===== src/rtl/tlfs_pkg.sv =====
// Shared types and constants for the two-level feedback scheduler.
// Used by tlfs_cell, tlfs_head and the top level; no dependencies.
package tlfs_pkg;

    localparam int DEF_SLOT_COUNT   = 16;
    localparam int DEF_QUEUE_LEVELS = 2;

    localparam logic [0:0] CFG_FAST_QUANTUM  = 1'b0;
    localparam logic [0:0] CFG_SMART_QUANTUM = 1'b1;

    localparam logic [7:0] FAST_QUANTUM_RST  = 8'd2;
    localparam logic [7:0] SMART_QUANTUM_RST = 8'd4;

    localparam logic CMD_ADD  = 1'b0;
    localparam logic CMD_TICK = 1'b1;

    localparam logic [31:0] WAIT_MAX = 32'hFFFF_FFFF;

    // one process slot as it travels around the ring
    typedef struct packed {
        logic        valid;
        logic        in_smart;
        logic [15:0] job;
        logic [15:0] burst;
        logic [15:0] arrival;
        logic [15:0] run_ticks;
        logic [31:0] wait_ticks;
        logic [7:0]  q_ticks;
        logic [15:0] stamp;
    } t_slot;

    typedef enum logic [1:0] {
        PH_HOLD,
        PH_ADD,
        PH_PICK,
        PH_UPDATE
    } t_phase;

    // control handed to the head stage
    typedef struct packed {
        t_phase      phase;
        logic        is_run;
        logic        leave;
        logic [15:0] pick_stamp;
        logic [15:0] counter;
        logic [7:0]  quantum;
        logic        add_found;
        logic [15:0] add_job;
        logic [15:0] add_burst;
        logic [15:0] add_arrival;
        logic        bf_found;
        logic [15:0] bf_arrival;
        logic [15:0] bf_job;
        logic [15:0] bf_stamp;
        logic        bs_found;
        logic [31:0] bs_wait;
        logic [15:0] bs_run;
        logic [15:0] bs_stamp;
    } t_head_ctl;

    typedef struct packed {
        logic fast_better;
        logic smart_better;
        logic add_take;
        logic finished;
        logic demoted;
    } t_head_res;

endpackage


===== src/rtl/two_level_feedback_scheduler.sv =====
// Two-level feedback scheduler: fast queue by arrival, smart queue by wait/run ratio.
// Depends on tlfs_pkg, tlfs_cell and tlfs_head.
//
// The slot records sit in a ring of SLOT_COUNT cells that rotates one place per
// cycle, while an add, choose or update pass runs, through a single head stage,
// which does all comparing and updating; the ring holds still otherwise. An add
// makes one rotation; a tick with a job already running makes one rotation to
// update, and a tick with none makes one rotation to choose, a selection step
// and, if it found a job, one rotation to update. A result may wait for a full
// output register; the input is ready again in the cycle after the result is
// loaded there. One transaction is worked on at a time; a finished result waits
// in the output register while the next transaction is accepted.
module two_level_feedback_scheduler #(
    parameter int SLOT_COUNT   = tlfs_pkg::DEF_SLOT_COUNT,
    parameter int QUEUE_LEVELS = tlfs_pkg::DEF_QUEUE_LEVELS
) (
    input  logic        i_clk,
    input  logic        i_rst_n,
    input  logic        i_in_valid,
    output logic        o_in_ready,
    input  logic        i_cmd,
    input  logic [15:0] i_job_id,
    input  logic [15:0] i_burst_length,
    input  logic [15:0] i_arrival_stamp,
    output logic        o_out_valid,
    input  logic        i_out_ready,
    output logic [15:0] o_run_id,
    output logic        o_finished,
    output logic        o_rejected,
    input  logic        i_cfg_we,
    input  logic [0:0]  i_cfg_idx,
    input  logic [7:0]  i_cfg_data
);

    localparam int IW = $clog2(SLOT_COUNT);
    localparam int LW = $clog2(QUEUE_LEVELS);

    typedef enum logic [2:0] {
        S_IDLE,
        S_ADD,
        S_PICK,
        S_SEL,
        S_UPD,
        S_DONE
    } t_state;

    t_state r_state;

    logic [7:0]    r_fast_q;
    logic [7:0]    r_smart_q;
    logic [IW-1:0] r_pos;
    logic [15:0]   r_counter;
    logic          r_run_valid;
    logic [IW-1:0] r_run_slot;
    logic [LW-1:0] r_run_level;
    logic          r_leave;
    logic [15:0]   r_pick_stamp;

    logic [15:0]   r_add_job;
    logic [15:0]   r_add_burst;
    logic [15:0]   r_add_arrival;
    logic          r_add_found;

    logic          r_bf_found;
    logic [15:0]   r_bf_arrival;
    logic [15:0]   r_bf_job;
    logic [15:0]   r_bf_stamp;
    logic [IW-1:0] r_bf_idx;
    logic          r_bs_found;
    logic [31:0]   r_bs_wait;
    logic [15:0]   r_bs_run;
    logic [15:0]   r_bs_stamp;
    logic [IW-1:0] r_bs_idx;

    logic [15:0]   r_res_run_id;
    logic          r_res_finished;
    logic          r_res_rejected;

    logic          r_out_valid;
    logic [15:0]   r_out_run_id;
    logic          r_out_finished;
    logic          r_out_rejected;

    tlfs_pkg::t_slot     cell_q [SLOT_COUNT];
    tlfs_pkg::t_slot     head_rec;
    tlfs_pkg::t_head_ctl head_ctl;
    tlfs_pkg::t_head_res head_res;
    tlfs_pkg::t_phase    phase;

    logic shift;
    logic last;
    logic is_run;
    logic in_acc;

    assign o_in_ready = (r_state == S_IDLE);
    assign in_acc     = i_in_valid && o_in_ready;
    assign last       = (r_pos == IW'(SLOT_COUNT - 1));
    assign is_run     = r_run_valid && (r_pos == r_run_slot);

    always_comb begin
        case (r_state)
            S_ADD:   phase = tlfs_pkg::PH_ADD;
            S_PICK:  phase = tlfs_pkg::PH_PICK;
            S_UPD:   phase = tlfs_pkg::PH_UPDATE;
            default: phase = tlfs_pkg::PH_HOLD;
        endcase
    end

    assign shift = (phase != tlfs_pkg::PH_HOLD);

    genvar g;
    generate
        for (g = 0; g < SLOT_COUNT; g++) begin : g_ring
            tlfs_pkg::t_slot cell_d;
            if (g == SLOT_COUNT - 1) begin : g_tail
                assign cell_d = head_rec;
            end else begin : g_mid
                assign cell_d = cell_q[g+1];
            end
            tlfs_cell u_cell (
                .i_clk   (i_clk),
                .i_rst_n (i_rst_n),
                .i_shift (shift),
                .i_d     (cell_d),
                .o_q     (cell_q[g])
            );
        end
    endgenerate

    always_comb begin
        head_ctl             = '0;
        head_ctl.phase       = phase;
        head_ctl.is_run      = is_run;
        head_ctl.leave       = r_leave;
        head_ctl.pick_stamp  = r_pick_stamp;
        head_ctl.counter     = r_counter;
        head_ctl.quantum     = (r_run_level != '0) ? r_smart_q : r_fast_q;
        head_ctl.add_found   = r_add_found;
        head_ctl.add_job     = r_add_job;
        head_ctl.add_burst   = r_add_burst;
        head_ctl.add_arrival = r_add_arrival;
        head_ctl.bf_found    = r_bf_found;
        head_ctl.bf_arrival  = r_bf_arrival;
        head_ctl.bf_job      = r_bf_job;
        head_ctl.bf_stamp    = r_bf_stamp;
        head_ctl.bs_found    = r_bs_found;
        head_ctl.bs_wait     = r_bs_wait;
        head_ctl.bs_run      = r_bs_run;
        head_ctl.bs_stamp    = r_bs_stamp;
    end

    tlfs_head u_head (
        .i_rec (cell_q[0]),
        .i_ctl (head_ctl),
        .o_rec (head_rec),
        .o_res (head_res)
    );

    always_ff @(posedge i_clk) begin
        if (!i_rst_n) begin
            r_fast_q    <= tlfs_pkg::FAST_QUANTUM_RST;
            r_smart_q   <= tlfs_pkg::SMART_QUANTUM_RST;
        end else if (i_cfg_we) begin
            if (i_cfg_idx == tlfs_pkg::CFG_FAST_QUANTUM) begin
                r_fast_q <= i_cfg_data;
            end else begin
                r_smart_q <= i_cfg_data;
            end
        end
    end

    always_ff @(posedge i_clk) begin
        if (!i_rst_n) begin
            r_state     <= S_IDLE;
            r_pos       <= '0;
            r_counter   <= 16'd0;
            r_run_valid <= 1'b0;
            r_run_slot  <= '0;
            r_run_level <= '0;
            r_leave     <= 1'b0;
            r_out_valid <= 1'b0;
        end else begin
            // S_DONE reloads the output register itself
            if (o_out_valid && i_out_ready && r_state != S_DONE) begin
                r_out_valid <= 1'b0;
            end
            if (shift) begin
                r_pos <= last ? '0 : r_pos + IW'(1);
            end
            case (r_state)
                S_IDLE: begin
                    if (in_acc) begin
                        r_add_job      <= i_job_id;
                        r_add_burst    <= i_burst_length;
                        r_add_arrival  <= i_arrival_stamp;
                        r_add_found    <= 1'b0;
                        r_bf_found     <= 1'b0;
                        r_bs_found     <= 1'b0;
                        r_leave        <= 1'b0;
                        r_res_run_id   <= 16'd0;
                        r_res_finished <= 1'b0;
                        r_res_rejected <= 1'b0;
                        if (i_cmd == tlfs_pkg::CMD_ADD) begin
                            r_state <= S_ADD;
                        end else if (r_run_valid) begin
                            r_state <= S_UPD;
                        end else begin
                            r_state <= S_PICK;
                        end
                    end
                end
                S_ADD: begin
                    if (head_res.add_take) begin
                        r_add_found <= 1'b1;
                    end
                    if (last) begin
                        if (r_add_found || head_res.add_take) begin
                            r_counter <= r_counter + 16'd1;
                        end else begin
                            r_res_rejected <= 1'b1;
                        end
                        r_state <= S_DONE;
                    end
                end
                S_PICK: begin
                    if (head_res.fast_better) begin
                        r_bf_found   <= 1'b1;
                        r_bf_arrival <= cell_q[0].arrival;
                        r_bf_job     <= cell_q[0].job;
                        r_bf_stamp   <= cell_q[0].stamp;
                        r_bf_idx     <= r_pos;
                    end
                    if (head_res.smart_better) begin
                        r_bs_found <= 1'b1;
                        r_bs_wait  <= cell_q[0].wait_ticks;
                        r_bs_run   <= cell_q[0].run_ticks;
                        r_bs_stamp <= cell_q[0].stamp;
                        r_bs_idx   <= r_pos;
                    end
                    if (last) begin
                        r_state <= S_SEL;
                    end
                end
                S_SEL: begin
                    if (r_bf_found || r_bs_found) begin
                        r_run_valid  <= 1'b1;
                        r_run_slot   <= r_bf_found ? r_bf_idx : r_bs_idx;
                        r_run_level  <= r_bf_found ? LW'(0) : LW'(1);
                        r_pick_stamp <= r_bf_found ? r_bf_stamp : r_bs_stamp;
                        r_leave      <= 1'b1;
                        if (r_counter != 16'd0) begin
                            r_counter <= r_counter - 16'd1;
                        end
                        r_state <= S_UPD;
                    end else begin
                        r_state <= S_DONE;
                    end
                end
                S_UPD: begin
                    if (is_run) begin
                        r_res_run_id   <= cell_q[0].job;
                        r_res_finished <= head_res.finished;
                        if (head_res.finished || head_res.demoted) begin
                            r_run_valid <= 1'b0;
                        end
                        if (head_res.demoted) begin
                            r_counter <= r_counter + 16'd1;
                        end
                    end
                    if (last) begin
                        r_leave <= 1'b0;
                        r_state <= S_DONE;
                    end
                end
                S_DONE: begin
                    if (!r_out_valid || i_out_ready) begin
                        r_out_valid    <= 1'b1;
                        r_out_run_id   <= r_res_run_id;
                        r_out_finished <= r_res_finished;
                        r_out_rejected <= r_res_rejected;
                        r_state        <= S_IDLE;
                    end
                end
                default: begin
                    r_state <= S_IDLE;
                end
            endcase
        end
    end

    assign o_out_valid = r_out_valid;
    assign o_run_id    = r_out_run_id;
    assign o_finished  = r_out_finished;
    assign o_rejected  = r_out_rejected;

`ifndef SYNTH
    a_ring_aligned: assert property (@(posedge i_clk) disable iff (!i_rst_n)
        (r_state == S_IDLE) |-> (r_pos == '0))
        else $error("ring not aligned at idle");

    a_reject_clean: assert property (@(posedge i_clk) disable iff (!i_rst_n)
        (o_out_valid && o_rejected) |-> (!o_finished && o_run_id == 16'd0))
        else $error("rejected add carries tick result");

    a_counter_bound: assert property (@(posedge i_clk) disable iff (!i_rst_n)
        r_counter <= 16'(SLOT_COUNT))
        else $error("queue rank counter exceeds slot count");

    a_run_from_sel: assert property (@(posedge i_clk) disable iff (!i_rst_n)
        $rose(r_run_valid) |-> ($past(r_state) == S_SEL))
        else $error("running job set outside selection");
`endif

endmodule


===== src/rtl/tlfs_cell.sv =====
// One slot cell of the scheduler ring: holds a slot record and passes it on.
// Depends on tlfs_pkg.
module tlfs_cell (
    input  logic           i_clk,
    input  logic           i_rst_n,
    input  logic           i_shift,
    input  tlfs_pkg::t_slot i_d,
    output tlfs_pkg::t_slot o_q
);

    tlfs_pkg::t_slot r_slot;

    always_ff @(posedge i_clk) begin
        if (!i_rst_n) begin
            r_slot.valid    <= 1'b0;
            r_slot.in_smart <= 1'b0;
        end else if (i_shift) begin
            r_slot <= i_d;
        end
    end

    assign o_q = r_slot;

endmodule


===== src/rtl/tlfs_head.sv =====
// Head stage of the ring: compares and updates the slot record passing by.
// Depends on tlfs_pkg.
module tlfs_head (
    input  tlfs_pkg::t_slot     i_rec,
    input  tlfs_pkg::t_head_ctl i_ctl,
    output tlfs_pkg::t_slot     o_rec,
    output tlfs_pkg::t_head_res o_res
);

    logic        queued;
    logic        fast_wins;
    logic [49:0] lhs;
    logic [49:0] rhs;
    logic [15:0] run_inc;
    logic [7:0]  qu_inc;

    assign queued = i_rec.valid && !i_ctl.is_run;

    always_comb begin
        if (i_rec.arrival != i_ctl.bf_arrival) begin
            fast_wins = i_rec.arrival < i_ctl.bf_arrival;
        end else if (i_rec.job != i_ctl.bf_job) begin
            fast_wins = i_rec.job < i_ctl.bf_job;
        end else begin
            fast_wins = i_rec.stamp > i_ctl.bf_stamp;
        end
    end

    // exact ratio compare by cross-multiplication
    assign lhs = 50'(33'(i_rec.wait_ticks) + 33'd1) * 50'(17'(i_ctl.bs_run) + 17'd1);
    assign rhs = 50'(33'(i_ctl.bs_wait) + 33'd1) * 50'(17'(i_rec.run_ticks) + 17'd1);

    assign run_inc = i_rec.run_ticks + 16'd1;
    assign qu_inc  = i_rec.q_ticks + 8'd1;

    always_comb begin
        o_rec = i_rec;
        o_res = '0;
        case (i_ctl.phase)
            tlfs_pkg::PH_ADD: begin
                if (!i_rec.valid && !i_ctl.add_found) begin
                    o_rec.valid        = 1'b1;
                    o_rec.in_smart     = 1'b0;
                    o_rec.job          = i_ctl.add_job;
                    o_rec.burst        = (i_ctl.add_burst == 16'd0) ? 16'd1 : i_ctl.add_burst;
                    o_rec.arrival      = i_ctl.add_arrival;
                    o_rec.run_ticks    = 16'd0;
                    o_rec.wait_ticks   = 32'd0;
                    o_rec.q_ticks      = 8'd0;
                    o_rec.stamp        = i_ctl.counter;
                    o_res.add_take     = 1'b1;
                end
            end
            tlfs_pkg::PH_PICK: begin
                o_res.fast_better  = queued && !i_rec.in_smart &&
                                     (!i_ctl.bf_found || fast_wins);
                o_res.smart_better = queued && i_rec.in_smart &&
                                     (!i_ctl.bs_found || lhs > rhs ||
                                      (lhs == rhs && i_rec.stamp < i_ctl.bs_stamp));
            end
            tlfs_pkg::PH_UPDATE: begin
                if (queued) begin
                    if (i_ctl.leave && i_rec.stamp > i_ctl.pick_stamp) begin
                        o_rec.stamp = i_rec.stamp - 16'd1;
                    end
                    if (i_rec.wait_ticks != tlfs_pkg::WAIT_MAX) begin
                        o_rec.wait_ticks = i_rec.wait_ticks + 32'd1;
                    end
                end
                if (i_ctl.is_run) begin
                    o_rec.run_ticks    = run_inc;
                    o_rec.q_ticks      = qu_inc;
                    o_rec.in_smart     = 1'b0;
                    if (run_inc >= i_rec.burst) begin
                        o_rec.valid    = 1'b0;
                        o_res.finished = 1'b1;
                    end else if (qu_inc >= i_ctl.quantum) begin
                        o_rec.q_ticks      = 8'd0;
                        o_rec.in_smart     = 1'b1;
                        o_rec.stamp        = i_ctl.counter;
                        o_res.demoted      = 1'b1;
                    end
                end
            end
            default: begin
                o_rec = i_rec;
            end
        endcase
    end

endmodule

===== config.mk =====
export PLATFORM = sky130hd
export DESIGN_NAME = two_level_feedback_scheduler
export DESIGN_NICKNAME = d
export VERILOG_FILES = /design/src/rtl/tlfs_pkg.sv /design/src/rtl/two_level_feedback_scheduler.sv /design/src/rtl/tlfs_cell.sv /design/src/rtl/tlfs_head.sv
export SDC_FILE = /design/constraint.sdc
export NUM_CORES = 2
export LEC_CHECK = 0
export CORE_ASPECT_RATIO = 0.8
export CORE_UTILIZATION = 50
export CTS_CLUSTER_DIAMETER = 60
export CTS_CLUSTER_SIZE = 20
export DETAILED_ROUTE_END_ITERATION = 7
export DONT_BUFFER_PORTS = 1
export SLEW_MARGIN = 20
export SYNTH_ARGS = -nofsm -noshare
export SYNTH_HDL_FRONTEND = slang
export SYNTH_SLANG_ARGS = --single-unit

===== constraint.sdc =====
create_clock -name i_clk -period 136.3 [get_ports i_clk]
set_input_delay 20.445 -clock i_clk [delete_from_list [all_inputs] [get_ports i_clk]]
set_output_delay 20.445 -clock i_clk [all_outputs]
set_load 0.005 [all_outputs]

==> out/summary.txt <==
Outcome: finished clean
Yosys top cell by area: edfxtp_1
Max-slew headroom: 23.1%
Grt ovf: 0
Nets: 9533
Post-route DRC violation count: 0
Setup bufs post-CTS: 0
Mapped Cells: 8076
Critical path data required time: 136.71 ns
Net Count, Synth: 9490
# hold bufs at CTS: 0
Total negative slack: 0 ns
HP Class: flop to flop
Final setup vio count: 0
Vias in the first global route: 60000
Max cap viols: 0
Die area: 224000 sq um
Wire per inst: 20.6 microns
Total Wirelength: 230000 microns
Asr flop ratio synth: 0%
Min Tclk post-route: 24.93 ns
CP max FO: 170
Setup CP Type: input port to flop
Worst-case clock skew: 0.0671 ns
Die X: 529 microns
Clock Sinks: 2222
Top post-synthesis cells by area: edfxtp_1 (58%), fa_1 (17%), ha_1 (4.7%)
Crit path cell chain: inv_2 -> nor2_4 -> buf_6 -> buf_4 -> buf_12 -> buf_6 -> buf_6 -> buf_4
GRT Overall Usage: 21.0%
Top FF cell, synth: edfxtp_1
Maximum clock frequency: 0.0401 GHz
Row Count: 154
DP Wirelength: 163000 microns
Yosys warning total: 0
Post-DRT Antenna Nets: 0
First-pass GRT wire length: 357000 microns
Drt pass-1 iters: 5
Distinct cell type count after synthesis: 83
EDFF count, synth: 2143
CP peak stage delay: 0.94 ns
Worst r2r src: g_ring[0].u_cell.o_q[56]
Routed vias/inst: 5.31
WP data arrival: 25.34 ns
RSZ-0062 raised after global routing: false
Buffers on Ports: 0
Register area share after synthesis: 59.3%
Chip height: 424 microns
Worst setup path startpoint: i_rst_n
Synth-to-Final Area Change: 7.92%
Seq cells post-synth: 2222
Starting DRT DRC Count: 5271
Clock Latency Late Sink: 0.85 ns
Critical path endpoint category: flop
Min-delay src: g_ring[5].u_cell.o_q[30]
H-tree levels: 4
TritonCTS clock tree: done
Synth Cell Area: 111000 sq um
Slew Limit Fails: 0
Worst-margin pin slew: 1.15 ns
CP Launch Type: input port
CTS Root Cell: clkbuf_16
Fraction of layout cells with a size suffix above 1: 5.18%
Gpl congestion: 0.910
I/O pins: 83
Synthesized area per cell: 13.8 sq um
Post-CTS sizing: 0
Clock transition at path regs: 0.08 ns
CORE AREA: 221000 sq um
Antenna violations before repair: 15
CP max stage cell: buf_4
Inserted Clock Buffers: 152
Cell repeated most along the worst path: buf_6
Post-synth top area share: 57.9%
Via Count: 59200
Starting Density: 50.4%
Largest net degree at the start of global routing: 217
CTS Buffer Depth: 4
Fin. Hold Viols: 0
Crit share post-route: 18.3%
placed cells by master (no fill, tap or decap), types with 10 or more instances in the layout:
cell and n:
buf_4 137, nand2b_1 89, xnor2_2 18, nand4_1 46, and2_1 42, and4_1 11
o31ai_1 11, edfxtp_1 2143, or3_1 15, nand3_1 114, o21a_1 27, a211oi_1 26
nor2b_1 41, a21o_1 104, o21bai_1 12, xor2_1 105, ha_1 421, o211ai_1 15
inv_1 1250, nor3_1 22, dfxtp_1 79, xor2_2 12, clkbuf_16 153, clkbuf_1 18
o21ai_0 195, nand2_1 1005, a31oi_1 10, nor4_1 15, mux2i_1 13, fa_1 929
and3_1 74, xnor2_1 125, a21oi_1 215, nor2_1 484
cell usage after synthesis (8+ instances only):
cell         n
inv_1     1250
a211oi_1    28
edfxtp_1  2143
o21bai_1    12
nand3_1    115
nor2_1     487
nor3_1      26
nand2b_1    89
dfxtp_1     79
a41oi_1      9
fa_1       929
a21oi_1    215
and3_1      75
xor2_1     116
buf_2       29
nand4_1     46
and2_1      42
ha_1       422
o21a_1      27
a31oi_1     10
nor4_1      17
mux2i_1     13
o211ai_1    15
o21ai_0    195
or3_1       16
xnor2_1    145
nand2_1   1005
o31ai_1     11
a21o_1     104
a221o_1      8
clkbuf_1   223
and4_1      11
nor2b_1     41
area by class of cell:
type	instances	area [sq um]
Antenna cell	1	2.50
Clock buffer	171	3900
Clock inverter	45	587
Fill cell	18000	101000
Inverter	1255	4710
Multi-Input combinational cell	4340	39900
Sequential cell	2222	65900
Tap cell	2964	3710
Timing Repair Buffer	148	1220
registers in the layout, summed over array words and instances, names as in the netlist, 16 cells and up:
signal and flops:
r_add_burst 16, r_add_arrival 16, r_bf_stamp 16, o_run_id 16, r_pick_stamp 16, r_add_job 16
r_res_run_id 16, r_bf_arrival 16, r_bs_wait 32, r_bs_stamp 16, r_counter 16, r_bs_run 16
g_ring.u_cell.o_q 1952, r_bf_job 16
kinds of logic after synthesis:
kind of cell | synth area share (%)
and+or+nand+nor | 7.89
DFF | 59.3
buffers and inverters | 5.15
xor gates and xnor gates | 2.13
adders and majority gates | 21.5
muxes | 0.147
AOI/OAI and AO/OA | 3.90
worst max-delay path, delay by kind of cell:
kind,cells,cell delay (ns)
buf+inv,7,4.44
simple gates,1,0.09
layer usage:
layer | global-route usage [%] | wire, microns | vias to the layer above
met3 | 4.39 | 17900 | 317
met5 | 0 | 26 | -
met1 | 33.0 | 109000 | 30200
met2 | 29.6 | 96900 | 1790
li1 | - | - | 26900
met4 | 5.17 | 5480 | 4
final timing paths:
| path | end | slack, ns | cells after the start |
|---|---|---|---|
| setup / recovery | g_ring[11].u_cell.o_q[103] | 111.38 | 8 |
| hold / removal | g_ring[4].u_cell.o_q[30] | 0.37 | 0 |
| setup reg to reg | r_bs_found | 121.99 | 39 |
| hold reg to reg | g_ring[4].u_cell.o_q[30] | 0.37 | 0 |
metrics by stage:
step	worst slack [ns]	utilization, %	instances	area, sq um	hold WS (ns)
floorplan	31.71	-	8076	111000	0.400
global placement	109.87	52.3	10900	115000	0.400
detailed placement	109.68	52.3	10900	115000	0.405
CTS	110.58	54.3	11100	120000	0.361
global route	111.03	54.4	11100	120000	0.373
finish	111.38	54.4	11100	120000	0.373
Power is left out: the tool's default activity adds up to more than one toggle a clock period on the data nets, which glitch-free logic cannot reach.
